### src/rtl/gbn_pkg.sv
`timescale 1ns / 1ps

package gbn_pkg;

  // Window geometry: sequence numbers run 0..MaxSeq
  localparam int MaxSeq      = 7;
  localparam int WinSlots    = MaxSeq + 1;
  localparam int SeqW        = $clog2(WinSlots);
  localparam int PayloadBits = 32;
  localparam int QueueDepth  = 2;

  // Request type codes on the input channel
  localparam logic [1:0] REQ_SEND    = 2'd0;
  localparam logic [1:0] REQ_FRAME   = 2'd1;
  localparam logic [1:0] REQ_TIMEOUT = 2'd2;

  // Result kinds
  typedef enum logic [1:0] {
    KIND_NONE    = 2'd0,
    KIND_XMIT    = 2'd1,
    KIND_DELIVER = 2'd2
  } kind_e;

  // Classified commands handed from front to back
  typedef enum logic [1:0] {
    CMD_NOP,
    CMD_SEND,
    CMD_FRAME,
    CMD_TIMEOUT
  } cmd_e;

  typedef struct packed {
    cmd_e            kind;
    logic [SeqW-1:0] seq;
    logic [SeqW-1:0] ack;
  } cmd_t;

  // Circular successor of a sequence number
  function automatic logic [SeqW-1:0] seq_inc(input logic [SeqW-1:0] s);
    seq_inc = (s == SeqW'(MaxSeq)) ? '0 : s + SeqW'(1);
  endfunction

  // True when b lies in the circular window [a, c)
  function automatic logic between(input logic [SeqW-1:0] a,
                                   input logic [SeqW-1:0] b,
                                   input logic [SeqW-1:0] c);
    between = ((a <= b) && (b < c)) || ((c < a) && (a <= b)) ||
              ((b < c) && (c < a));
  endfunction

endpackage

### src/rtl/gbn_front.sv
`timescale 1ns / 1ps

module gbn_front #(
  parameter int PAYLOAD_BITS = gbn_pkg::PayloadBits
) (
  input  logic                    clk_i,
  input  logic                    rst_ni,
  input  logic                    in_valid_i,
  output logic                    in_ready_o,
  input  logic [1:0]              req_type_i,
  input  logic [PAYLOAD_BITS-1:0] payload_i,
  input  logic [2:0]              rx_seq_i,
  input  logic [2:0]              rx_ack_i,
  input  logic                    rx_crc_ok_i,
  output logic                    push_valid_o,
  input  logic                    push_ready_i,
  output gbn_pkg::cmd_t           cmd_o,
  output logic [PAYLOAD_BITS-1:0] pay_o
);
  import gbn_pkg::*;

  logic                    fv_q;
  cmd_t                    cmd_q;
  logic [PAYLOAD_BITS-1:0] pay_q;
  cmd_t                    cmd_d;

  // Classify the request; a bad frame or an unknown code becomes a no-op
  always_comb begin
    cmd_d.seq = SeqW'(rx_seq_i);
    cmd_d.ack = SeqW'(rx_ack_i);
    unique case (req_type_i)
      REQ_SEND:    cmd_d.kind = CMD_SEND;
      REQ_FRAME:   cmd_d.kind = rx_crc_ok_i ? CMD_FRAME : CMD_NOP;
      REQ_TIMEOUT: cmd_d.kind = CMD_TIMEOUT;
      default:     cmd_d.kind = CMD_NOP;
    endcase
  end

  assign in_ready_o   = !fv_q || push_ready_i;
  assign push_valid_o = fv_q;
  assign cmd_o        = cmd_q;
  assign pay_o        = pay_q;

  // Holding register in front of the queue
  always_ff @(posedge clk_i or negedge rst_ni) begin
    if (!rst_ni) begin
      fv_q  <= 1'b0;
      cmd_q <= '0;
      pay_q <= '0;
    end else if (in_valid_i && in_ready_o) begin
      fv_q  <= 1'b1;
      cmd_q <= cmd_d;
      pay_q <= payload_i;
    end else if (push_ready_i) begin
      fv_q  <= 1'b0;
    end
  end

endmodule

### src/rtl/gbn_queue.sv
`timescale 1ns / 1ps

module gbn_queue #(
  parameter int WIDTH = 8,
  parameter int DEPTH = gbn_pkg::QueueDepth
) (
  input  logic             clk_i,
  input  logic             rst_ni,
  input  logic             push_valid_i,
  output logic             push_ready_o,
  input  logic [WIDTH-1:0] push_data_i,
  output logic             pop_valid_o,
  input  logic             pop_ready_i,
  output logic [WIDTH-1:0] pop_data_o
);

  localparam int PtrW = (DEPTH > 1) ? $clog2(DEPTH) : 1;
  localparam int CntW = $clog2(DEPTH + 1);

  logic [WIDTH-1:0] slots_q [DEPTH];
  logic [PtrW-1:0]  wptr_q, rptr_q;
  logic [CntW-1:0]  count_q;
  logic             do_push, do_pop;

  assign push_ready_o = (count_q != CntW'(DEPTH));
  assign pop_valid_o  = (count_q != '0);
  assign pop_data_o   = slots_q[rptr_q];
  assign do_push      = push_valid_i && push_ready_o;
  assign do_pop       = pop_valid_o && pop_ready_i;

  // Storage
  always_ff @(posedge clk_i) begin
    if (do_push) begin
      slots_q[wptr_q] <= push_data_i;
    end
  end

  // Pointers and fill level
  always_ff @(posedge clk_i or negedge rst_ni) begin
    if (!rst_ni) begin
      wptr_q  <= '0;
      rptr_q  <= '0;
      count_q <= '0;
    end else begin
      if (do_push) begin
        wptr_q <= (wptr_q == PtrW'(DEPTH - 1)) ? '0 : wptr_q + PtrW'(1);
      end
      if (do_pop) begin
        rptr_q <= (rptr_q == PtrW'(DEPTH - 1)) ? '0 : rptr_q + PtrW'(1);
      end
      if (do_push && !do_pop) begin
        count_q <= count_q + CntW'(1);
      end else if (do_pop && !do_push) begin
        count_q <= count_q - CntW'(1);
      end
    end
  end

endmodule

### src/rtl/gbn_back.sv
`timescale 1ns / 1ps

module gbn_back #(
  parameter int PAYLOAD_BITS = gbn_pkg::PayloadBits
) (
  input  logic                    clk_i,
  input  logic                    rst_ni,
  input  logic                    pop_valid_i,
  output logic                    pop_ready_o,
  input  gbn_pkg::cmd_t           cmd_i,
  input  logic [PAYLOAD_BITS-1:0] pay_i,
  output logic                    out_valid_o,
  input  logic                    out_ready_i,
  output gbn_pkg::kind_e          out_kind_o,
  output logic [2:0]              out_seq_o,
  output logic [2:0]              out_ack_o,
  output logic [PAYLOAD_BITS-1:0] out_payload_o,
  output logic [2:0]              outstanding_count_o,
  output logic                    accept_more_o,
  output logic                    refused_o,
  output logic                    last_o
);
  import gbn_pkg::*;

  typedef enum logic [1:0] {
    S_IDLE,
    S_ACK,
    S_READ,
    S_EMIT
  } state_e;

  state_e                  state_q;
  logic [SeqW-1:0]         nts_q, ae_q, fe_q, outs_q, cnt_q, rack_q;
  logic                    deliver_q;
  logic [PAYLOAD_BITS-1:0] pay_q;

  // Output register
  logic                    ov_q;
  kind_e                   okind_q;
  logic [SeqW-1:0]         oseq_q, oack_q, ocnt_q;
  logic [PAYLOAD_BITS-1:0] opay_q;
  logic                    omore_q, oref_q, olast_q;

  // Window store
  logic [PAYLOAD_BITS-1:0] win_mem [WinSlots];
  logic [PAYLOAD_BITS-1:0] rdata_q;
  logic                    win_we;

  logic                    can_load;
  logic                    window_full;
  logic [SeqW-1:0]         piggy;
  logic                    ack_hit;
  logic                    last_frame;
  logic                    pop_fire;
  logic                    send_ok;
  logic                    ov_set;

  assign can_load    = !ov_q || out_ready_i;
  assign window_full = (outs_q >= SeqW'(MaxSeq));
  assign piggy       = (fe_q == '0) ? SeqW'(MaxSeq) : fe_q - SeqW'(1);
  assign ack_hit     = (outs_q != '0) && between(ae_q, rack_q, nts_q);
  assign last_frame  = ((cnt_q + SeqW'(1)) == outs_q);
  assign pop_ready_o = (state_q == S_IDLE) && can_load;
  assign pop_fire    = pop_valid_i && pop_ready_o;
  assign send_ok     = (cmd_i.kind == CMD_SEND) && !window_full;
  assign win_we      = pop_fire && send_ok;

  // Result register load: single results on pop, ack completion, each resend
  always_comb begin
    ov_set = 1'b0;
    unique case (state_q)
      S_IDLE:  ov_set = pop_fire && (cmd_i.kind != CMD_FRAME) &&
                        ((cmd_i.kind != CMD_TIMEOUT) || (outs_q == '0));
      S_ACK:   ov_set = !ack_hit && can_load;
      S_READ:  ov_set = 1'b0;
      S_EMIT:  ov_set = can_load;
      default: ov_set = 1'b0;
    endcase
  end

  // Store write on send, registered read at the retransmit pointer
  always_ff @(posedge clk_i) begin
    if (win_we) begin
      win_mem[nts_q] <= pay_i;
    end
    rdata_q <= win_mem[nts_q];
  end

  // Protocol sequencer with its result register
  always_ff @(posedge clk_i or negedge rst_ni) begin
    if (!rst_ni) begin
      state_q   <= S_IDLE;
      nts_q     <= '0;
      ae_q      <= '0;
      fe_q      <= '0;
      outs_q    <= '0;
      cnt_q     <= '0;
      rack_q    <= '0;
      deliver_q <= 1'b0;
      pay_q     <= '0;
      ov_q      <= 1'b0;
      okind_q   <= KIND_NONE;
      oseq_q    <= '0;
      oack_q    <= '0;
      ocnt_q    <= '0;
      opay_q    <= '0;
      omore_q   <= 1'b0;
      oref_q    <= 1'b0;
      olast_q   <= 1'b0;
    end else begin
      ov_q <= ov_set || (ov_q && !out_ready_i);
      unique case (state_q)
        S_IDLE: begin
          if (pop_fire) begin
            // single result: a transmit on an accepted send, else empty
            okind_q <= send_ok ? KIND_XMIT : KIND_NONE;
            oseq_q  <= send_ok ? nts_q : '0;
            oack_q  <= send_ok ? piggy : '0;
            opay_q  <= send_ok ? pay_i : '0;
            ocnt_q  <= send_ok ? outs_q + SeqW'(1) : outs_q;
            omore_q <= send_ok ? ((outs_q + SeqW'(1)) < SeqW'(MaxSeq)) : !window_full;
            oref_q  <= (cmd_i.kind == CMD_SEND) && window_full;
            olast_q <= 1'b1;
            unique case (cmd_i.kind)
              CMD_SEND: begin
                if (!window_full) begin
                  outs_q <= outs_q + SeqW'(1);
                  nts_q  <= seq_inc(nts_q);
                end
              end
              CMD_FRAME: begin
                deliver_q <= (cmd_i.seq == fe_q);
                if (cmd_i.seq == fe_q) begin
                  fe_q <= seq_inc(fe_q);
                end
                rack_q  <= cmd_i.ack;
                pay_q   <= pay_i;
                state_q <= S_ACK;
              end
              CMD_TIMEOUT: begin
                if (outs_q != '0) begin
                  nts_q   <= ae_q;
                  cnt_q   <= '0;
                  state_q <= S_READ;
                end
              end
              CMD_NOP: begin
                // empty result loaded above
              end
            endcase
          end
        end
        S_ACK: begin
          // free one acknowledged frame per cycle
          if (ack_hit) begin
            outs_q <= outs_q - SeqW'(1);
            ae_q   <= seq_inc(ae_q);
          end else if (can_load) begin
            okind_q <= deliver_q ? KIND_DELIVER : KIND_NONE;
            oseq_q  <= '0;
            oack_q  <= '0;
            opay_q  <= deliver_q ? pay_q : '0;
            ocnt_q  <= outs_q;
            omore_q <= !window_full;
            oref_q  <= 1'b0;
            olast_q <= 1'b1;
            state_q <= S_IDLE;
          end
        end
        S_READ: begin
          state_q <= S_EMIT;
        end
        S_EMIT: begin
          if (can_load) begin
            okind_q <= KIND_XMIT;
            oseq_q  <= nts_q;
            oack_q  <= piggy;
            opay_q  <= rdata_q;
            ocnt_q  <= outs_q;
            omore_q <= !window_full;
            oref_q  <= 1'b0;
            olast_q <= last_frame;
            nts_q   <= seq_inc(nts_q);
            cnt_q   <= cnt_q + SeqW'(1);
            state_q <= last_frame ? S_IDLE : S_READ;
          end
        end
        default: begin
          state_q <= S_IDLE;
        end
      endcase
    end
  end

  assign out_valid_o         = ov_q;
  assign out_kind_o          = okind_q;
  assign out_seq_o           = 3'(oseq_q);
  assign out_ack_o           = 3'(oack_q);
  assign out_payload_o       = opay_q;
  assign outstanding_count_o = 3'(ocnt_q);
  assign accept_more_o       = omore_q;
  assign refused_o           = oref_q;
  assign last_o              = olast_q;

endmodule

### src/rtl/go_back_n_link_control.sv
`timescale 1ns / 1ps
// Channel   Direction  Handshake                    Payload
// request   in         in_valid_i / in_ready_o      req_type, payload, rx_seq, rx_ack, rx_crc_ok
// result    out        out_valid_o / out_ready_i    out_kind .. last, one or more per request
//
// A request passes the front register and the command queue before the back
// sequencer loads the result register. Send, bad frame, no-op and idle timeout
// give one result there; a good frame first frees each acknowledged frame in the
// back sequencer and then loads its result. A timeout resends each frame through
// a read state and an emit state, the read of the window store being registered.
// Reset is asynchronous; the window store is not cleared. Each side stalls on its
// own through the queue.

module go_back_n_link_control #(
  parameter int PAYLOAD_BITS = gbn_pkg::PayloadBits,
  parameter int QUEUE_DEPTH  = gbn_pkg::QueueDepth
) (
  input  logic                    clk_i,
  input  logic                    rst_ni,
  input  logic                    in_valid_i,
  output logic                    in_ready_o,
  input  logic [1:0]              req_type_i,
  input  logic [PAYLOAD_BITS-1:0] payload_i,
  input  logic [2:0]              rx_seq_i,
  input  logic [2:0]              rx_ack_i,
  input  logic                    rx_crc_ok_i,
  output logic                    out_valid_o,
  input  logic                    out_ready_i,
  output logic [1:0]              out_kind_o,
  output logic [2:0]              out_seq_o,
  output logic [2:0]              out_ack_o,
  output logic [PAYLOAD_BITS-1:0] out_payload_o,
  output logic [2:0]              outstanding_count_o,
  output logic                    accept_more_o,
  output logic                    refused_o,
  output logic                    last_o
);
  import gbn_pkg::*;

  localparam int QW = $bits(cmd_t) + PAYLOAD_BITS;

  logic                    push_valid, push_ready, pop_valid, pop_ready;
  cmd_t                    f_cmd, b_cmd;
  logic [PAYLOAD_BITS-1:0] f_pay, b_pay;
  logic [QW-1:0]           q_out;
  kind_e                   kind;

  gbn_front #(.PAYLOAD_BITS(PAYLOAD_BITS)) u_front (
    .clk_i        (clk_i),
    .rst_ni       (rst_ni),
    .in_valid_i   (in_valid_i),
    .in_ready_o   (in_ready_o),
    .req_type_i   (req_type_i),
    .payload_i    (payload_i),
    .rx_seq_i     (rx_seq_i),
    .rx_ack_i     (rx_ack_i),
    .rx_crc_ok_i  (rx_crc_ok_i),
    .push_valid_o (push_valid),
    .push_ready_i (push_ready),
    .cmd_o        (f_cmd),
    .pay_o        (f_pay)
  );

  gbn_queue #(.WIDTH(QW), .DEPTH(QUEUE_DEPTH)) u_queue (
    .clk_i        (clk_i),
    .rst_ni       (rst_ni),
    .push_valid_i (push_valid),
    .push_ready_o (push_ready),
    .push_data_i  ({f_cmd, f_pay}),
    .pop_valid_o  (pop_valid),
    .pop_ready_i  (pop_ready),
    .pop_data_o   (q_out)
  );

  assign b_cmd = cmd_t'(q_out[QW-1:PAYLOAD_BITS]);
  assign b_pay = q_out[PAYLOAD_BITS-1:0];

  gbn_back #(.PAYLOAD_BITS(PAYLOAD_BITS)) u_back (
    .clk_i               (clk_i),
    .rst_ni              (rst_ni),
    .pop_valid_i         (pop_valid),
    .pop_ready_o         (pop_ready),
    .cmd_i               (b_cmd),
    .pay_i               (b_pay),
    .out_valid_o         (out_valid_o),
    .out_ready_i         (out_ready_i),
    .out_kind_o          (kind),
    .out_seq_o           (out_seq_o),
    .out_ack_o           (out_ack_o),
    .out_payload_o       (out_payload_o),
    .outstanding_count_o (outstanding_count_o),
    .accept_more_o       (accept_more_o),
    .refused_o           (refused_o),
    .last_o              (last_o)
  );

  assign out_kind_o = kind;

  // Only transmitted frames carry sequence and ack numbers
  a_seq_zero: assert property (@(posedge clk_i) disable iff (!rst_ni)
    (out_valid_o && kind != KIND_XMIT) |-> (out_seq_o == '0 && out_ack_o == '0))
    else $error("non-transmit result with nonzero seq/ack");

  // A refusal is a lone empty result with a full window
  a_refused: assert property (@(posedge clk_i) disable iff (!rst_ni)
    (out_valid_o && refused_o) |-> (kind == KIND_NONE && last_o && !accept_more_o))
    else $error("malformed refusal");

  // Window flag agrees with the reported count
  a_more: assert property (@(posedge clk_i) disable iff (!rst_ni)
    out_valid_o |-> (accept_more_o == (outstanding_count_o < 3'(MaxSeq))))
    else $error("accept_more inconsistent with outstanding_count");

  // Count never exceeds the window
  a_count: assert property (@(posedge clk_i) disable iff (!rst_ni)
    out_valid_o |-> (outstanding_count_o <= 3'(MaxSeq)))
    else $error("outstanding count above window size");

endmodule

### config.mk
export PLATFORM = sky130hd
export DESIGN_NAME = go_back_n_link_control
export DESIGN_NICKNAME = d
export VERILOG_FILES = /design/src/rtl/gbn_pkg.sv /design/src/rtl/gbn_front.sv /design/src/rtl/gbn_queue.sv /design/src/rtl/gbn_back.sv /design/src/rtl/go_back_n_link_control.sv
export SDC_FILE = /design/constraint.sdc
export NUM_CORES = 1
export LEC_CHECK = 0
export BUFFER_PORTS_ARGS = -buffer_cell sky130_fd_sc_hd__buf_2
export CORE_MARGIN = 8
export CORE_UTILIZATION = 45
export CTS_CLUSTER_DIAMETER = 200
export DETAILED_ROUTE_END_ITERATION = 12
export PLACE_DENSITY = 0.64
export RECOVER_POWER = 50
export SETUP_SLACK_MARGIN = 0.05
export SLEW_MARGIN = 20
export SYNTH_ARGS = -nofsm -noshare
export SYNTH_HDL_FRONTEND = slang
export SYNTH_HIERARCHICAL = 1
export SYNTH_SLANG_ARGS = --single-unit
### constraint.sdc
create_clock -name clk_i -period 7 [get_ports clk_i]
set_input_delay 2.1 -clock clk_i [delete_from_list [all_inputs] [get_ports clk_i]]
set_output_delay 2.1 -clock clk_i [all_outputs]
set_load 0.03 [all_outputs]
Yosys cells after proc, flatten, opt, wreduce, memory -nomap -nowiden. Memories as Yosys holds them, arrays and structs flattened. A register that Yosys moved wholly into a read port is not among the register bits. Cells that the tools add are included.

Add/subtract/negate cells: 11. Magnitude comparators: 5. Equal/unequal tests: 29. Mux-type cells: 84. Reductions and logical operators: 50.

Operators with widths (count): 32-bit two-way mux (6); 32-bit one-hot mux with 3 select lines (1); 3-bit two-way mux (28); 2-bit two-way mux (14); 3-bit one-hot mux with 3 select lines (3); 3-bit one-hot mux with 2 select lines (4); 1-bit two-way mux (20); 1-bit logical AND (17); 3-bit by 1-bit adder with 3-bit output (second input constant) (5); 5-bit AND reduction (3); 2-bit != test (second input constant) (7); 2-bit one-hot mux with 3 select lines (2); 6-bit AND reduction (2); 2-bit equality test (second input constant) (5); 2-bit by 1-bit != test with 1-bit output (second input constant) (5); 2-bit nonzero test (5); 3-bit equality test (second input constant) (3); 3-bit != test (second input constant) (3); 1-bit one-hot mux with 3 select lines (3); 2-bit one-hot mux with 4 select lines (1); 1-bit zero test (7); 2-bit by 1-bit equality test with 1-bit output (second input constant) (3); 3-bit equality test (2); 3-bit zero test (2); other kinds (17) (28).

Bits in registers: 145. Bits in writable memories: 336. Output and inout port bits: 48. Word-level logic and storage cells: 207. Memories: 2.

Memory list: u_back.win_mem (depth 8, width 32, read ports 1, clocked after Yosys merged registers in 1, wr ports 1, line gbn_back.sv:45) `logic [PAYLOAD_BITS-1:0] win_mem [WinSlots];`; u_queue.slots_q (depth 2, width 40, read ports 1, clocked after Yosys merged registers in 0, wr ports 1, line gbn_queue.sv:20) `logic [WIDTH-1:0] slots_q [DEPTH];`.

Logic depth before layout (Yosys ltp).
Word-level depth: 9. Depth in mapped cells: 11. Depth with buffers taken out: 8.

By module. The synthesis kept the hierarchy.

Modules (own cells, without submodules): gbn_back (instances 1, cells each 966, area each 15484.9 µm²); gbn_queue (instances 1, cells each 143, area each 3284.4 µm²); gbn_front (instances 1, cells each 91, area each 1715.4 µm²).

Worst setup path before layout. No wires, ideal clock.

Path type: input to register. From: in out_ready_i. To: mem u_back/win_mem[0][0] (netlist bit) (enable). Data arrival time: 5.853 ns. Required time: 6.498 ns. Setup slack: 0.645 ns. Cell stages on the path: 5. Buffers on the path: 1. Path through: nand2b_1 clkbuf_1 and2_1 nand4_1 nor4_1.

Word-level cells in the longest chain between the ends: 6.

RTL lines: start, declared (line go_back_n_link_control.sv:28) `input logic out_ready_i,`; 1-bit logical OR (line gbn_back.sv:58) `assign can_load = !ov_q || out_ready_i;`; 1-bit logical AND (line gbn_back.sv:63) `assign pop_ready_o = (state_q == S_IDLE) && can_load;`; 1-bit logical AND (line gbn_back.sv:64) `assign pop_fire = pop_valid_i && pop_ready_o;`; 1-bit logical AND (line gbn_back.sv:66) `assign win_we = pop_fire && send_ok;`; 1-bit two-way mux (line gbn_back.sv:83) `if (win_we) begin`; 1-bit two-way mux (implied by the code) (line gbn_back.sv:84) `win_mem[nts_q] <= pay_i;`; end, declared (line gbn_back.sv:45).

Every way passes these cells.

Worst setup path in the final report.
From: reg u_back.nts_q[0]. To: reg u_back.oseq_q[1], in the netlist u_back/out_seq_o[1].

Word-level cells in the longest chain between the ends: 7. Elaborated cells between the ends (all ways): 10. Those cells by class: order compare (2); eq/ne (1); reduce/logical (7).

RTL lines: start, declared (line gbn_back.sv:33) `logic [SeqW-1:0] nts_q, ae_q, fe_q, outs_q, cnt_q, rack_q;`; start signal, assigned (line gbn_back.sv:128) `nts_q <= seq_inc(nts_q);`; start signal, assigned (line gbn_back.sv:142) `nts_q <= ae_q;`; start signal, assigned (line gbn_back.sv:183) `nts_q <= seq_inc(nts_q);`; 3-bit < comparator (line gbn_pkg.sv:47, gbn_pkg.sv:48); 1-bit logical AND (line gbn_pkg.sv:47) `between = ((a <= b) && (b < c)) || ((c < a) && (a <= b)) ||`; 1-bit logical OR (line gbn_pkg.sv:47); 1-bit logical OR (*) (line gbn_pkg.sv:47); 1-bit logical AND (*) (line gbn_back.sv:61) `assign ack_hit = (outs_q != '0) && between(ae_q, rack_q, nts_q);`; 2-bit != test (no line) (*); 5-bit AND reduction (no line) (*); end signal, assigned (line gbn_back.sv:117) `oseq_q <= send_ok ? nts_q : '0;`; end signal, assigned (line gbn_back.sv:176) `oseq_q <= nts_q;`; end, declared (line gbn_back.sv:40) `logic [SeqW-1:0] oseq_q, oack_q, ocnt_q;`.

Every way passes the cells marked *; elsewhere a longest branch is shown, timed or not. A chain may end at the register's enable or synchronous reset.

==> results.md <==
- Core Box Area: 45190 um2
- Post-synthesis cell count: 1200
- Clk_lat worst skew: 560 ps
- P_leak: 8.687 nW
- Post-synth EDFFs: 336
- Wirelength per Cell: 21.65 um
- Netlist cell types: 60
- Die W: 229.4 um
- Fmax: 0.2015 GHz
- Tot GR Track Use: 15.81%
- Clock H-tree levels: 2
- Layout cells sized above 1: 23.89%
- Int Pwr: 7.173 mW
- Switching Share: 33.84%
- Post-synthesis sequential area ratio: 70.10%
- Worst min path class: flop to flop
- Syn Nets: 1270
- Area contributors post-synth: edfxtp_1 49%, dfrtp_1 18%, mux2_4 5.7%
- Final Hold Fails: 0
- Asr flop ratio synth: 28.27%
- Num ports: 93
- Final setup vio count: 0
- Slew Limit Fails: 181
- Max Root-Sink Buffers: 3
- Drt total wl: 42.18 mm
- DP HPWL: 24.80 mm
- Most frequent cells after synthesis: 336 x edfxtp_1, 145 x dfrtp_1, 78 x mux2_4
- Cell with the most instances after synthesis: edfxtp_1
- Nets: 1380
- Mapped Area: 20480 um2
- GPL Wtd Cong: 0.7905
- Post-CTS Resized: 0
- Fin crit period: 4962 ps
- Worst slew pin tran: 2234 ps
- Slew HR: -49.27%
- Arrival time at the worst endpoint: 5390 ps
- Clock root buffer: clkbuf_16
- Max VDD drop: 0.0002935 V
- CTS buffer count: 49
- Outcome: finished with violations
- DR DRC count: 0
- RSZ-0062 raised after global routing: no
- Cts hold-fix bufs: 0
- Port bufs: 92
- Layout area overhead: 12.29%
- Largest net degree at the start of global routing: 65
- Fillers: 3742
- Worst-path clk slew: 60 ps
- Critical path class: flop to flop
- DRT antenna net count: 0
- TNS Setup: 0 ps
- Placed Instances: 1859
- Clock Sinks: 513
- Violated checks: max-capacitance violations, max-slew violations
- Req. time, crit path: 7430 ps
- WHS: 473.8 ps
- Clock skew: 14.17 ps
- Via density: 5.444
- Drt first-iter violations: 786
- Mean Syn Cell Area: 17.07 um2
- Die Ht: 229.4 um
- FF+latch count, synth: 513
- First-pass GRT wire length: 65.63 mm
- Reg power frac: 42.1%
- Max_cap viols: 6
- FP Rows: 78
- Diodes inserted: 0
- PwrDens: 471.4 nW/um2
- Clock Power Share: 23.9%
- Filler-free cell count of the finished design: 1948
- Initial core utilization: 45.33%
- Initial antenna violation count: 0
- Worst reg2reg path depth: 8
- Psw: 3.670 mW
- Cell taking the most area after synthesis: edfxtp_1
- Worst-path maximum fanout: 41
- Synth Warn #: 6
- Total grt overflow: 0
- Comb pwr share: 33.9%
- Vias after detailed routing: 10610
- Vias in the first global route: 10950
- Tcrit/Tclk final: 70.89%
- Top FF cell, synth: edfxtp_1
- CTS tree: yes
- Area share of the largest cell type after synthesis: 49.25%
- Die area: 52600 um2
- First-pass detailed-route iteration total: 7
- Worst Setup End Kind: flop
- CP startpoint kind: flop
- Postcts setup bufs: 0
- Hold path depth: 0
[power by group through the flow]
stage / Sequential [mW] / Combinational, mW / Clock [mW]
3_3_place_gp: 4.60 / 3.75 / 0
5_1_grt: 4.64 / 4.00 / 2.76
4_1_cts: 4.57 / 3.85 / 2.66
6_report: 4.57 / 3.68 / 2.60
2_1_floorplan: 4.64 / 2.78 / 0
3_5_place_dp: 4.63 / 3.84 / 0
[layout make-up]
| class | instances | area (um2) | share of cell area [%] |
|---|---|---|---|
| clock inverter | 18 | 200.2 | 0.8703 |
| timing repair buffer | 117 | 638.1 | 2.774 |
| clock buffer | 71 | 1389 | 6.038 |
| multi-input combinational | 576 | 5464 | 23.75 |
| sequential | 513 | 14360 | 62.43 |
| tap | 600 | 750.7 | 3.264 |
| inverter | 53 | 198.9 | 0.8649 |
[metal layers]
metal | track usage [%] | vias to the layer above | wire (um)
met2 | 26.82 | 278 | 20690
met1 | 20.94 | 5454 | 18720
li1 | - | 4821 | -
met5 | 0 | - | 0
met4 | 4.762 | 0 | 836
met3 | 2.287 | 52 | 1929
[metrics by stage]
stage	instance area, um2	util (%)	setup slack, ps	power (mW)
2_1_floorplan	20480	-	644.9	7.418
3_3_place_gp	21610	47.82	2590	8.354
3_5_place_dp	21610	47.82	2563	8.466
4_1_cts	23200	51.34	2930	11.08
5_1_grt	23000	50.91	1612	11.40
6_report	23000	50.91	2038	10.84
[worst paths after layout]
check                                   from                      to  slack [ps]
hold / removal             u_front/pay_o[17]  u_queue/slots_q[0][17]         470
hold reg to reg            u_front/pay_o[17]  u_queue/slots_q[0][17]         470
setup reg to reg             u_back/nts_q[0]     u_back/out_seq_o[1]        2040
max in group asynchronous             rst_ni       u_front/pay_o[22]        2930
setup / recovery             u_back/nts_q[0]     u_back/out_seq_o[1]        2040
min in group asynchronous             rst_ni         u_back/cnt_q[1]        1570
[kinds of logic (layout without fill, tap and decap cells)]
family	Yosys count	after routing	share of synthesized area (%)
fa+ha+maj	25	25	1.527
compound gates	145	145	5.638
buf+inv	111	259	2.633
mux	239	239	16.18
xor+xnor	15	15	0.6413
flops	513	513	70.10
simple gates	152	152	3.286
[placed cells by master, fill, tap and decap left out, types with 19 or more instances in the layout]
cell / netlist / routed
a222oi_1: 32 / 32
buf_2: 4 / 90
buf_4: 4 / 19
clkbuf_1: 33 / 20
clkbuf_16: 0 / 49
dfrtp_1: 145 / 143
dfxtp_1: 32 / 32
edfxtp_1: 336 / 336
ha_1: 25 / 25
inv_1: 52 / 52
mux2_1: 13 / 57
mux2_2: 52 / 51
mux2_4: 78 / 35
mux2i_1: 60 / 60
mux4_2: 36 / 36
nand2_1: 56 / 57
nor2_1: 55 / 52
o21ai_0: 33 / 33
[flip-flops by register name, summed over array words and instances (netlist names), 2 cells and up]
| name | cells |
|---|---|
| u_queue/count_q | 2 |
| u_back/out_seq_o | 3 |
| u_queue/slots_q | 80 |
| u_back/out_ack_o | 3 |
| u_back/out_payload_o | 32 |
| u_back/fe_q | 3 |
| u_back/rack_q | 3 |
| u_back/cnt_q | 3 |
| u_back/outs_q | 3 |
| u_back/ae_q | 3 |
| u_back/out_kind_o | 2 |
| u_back/win_mem | 256 |
| u_back/state_q | 2 |
| u_back/nts_q | 3 |
| u_back/pay_q | 32 |
| u_front/pay_o | 32 |
| u_front/cmd_o | 8 |
| u_back/rdata_q | 32 |
| u_back/outstanding_count_o | 3 |
[worst max-delay path: stages, from the launching register on]
cell and delay, ps:
dfrtp_1 1220, clkbuf_1 1530, nand2b_1 130, a31oi_1 390, o31ai_4 150, a211oi_4 500, a2111oi_4 100, buf_4 360
mux2_1 410
No activity file was read; power rests on OpenSTA's default activity.
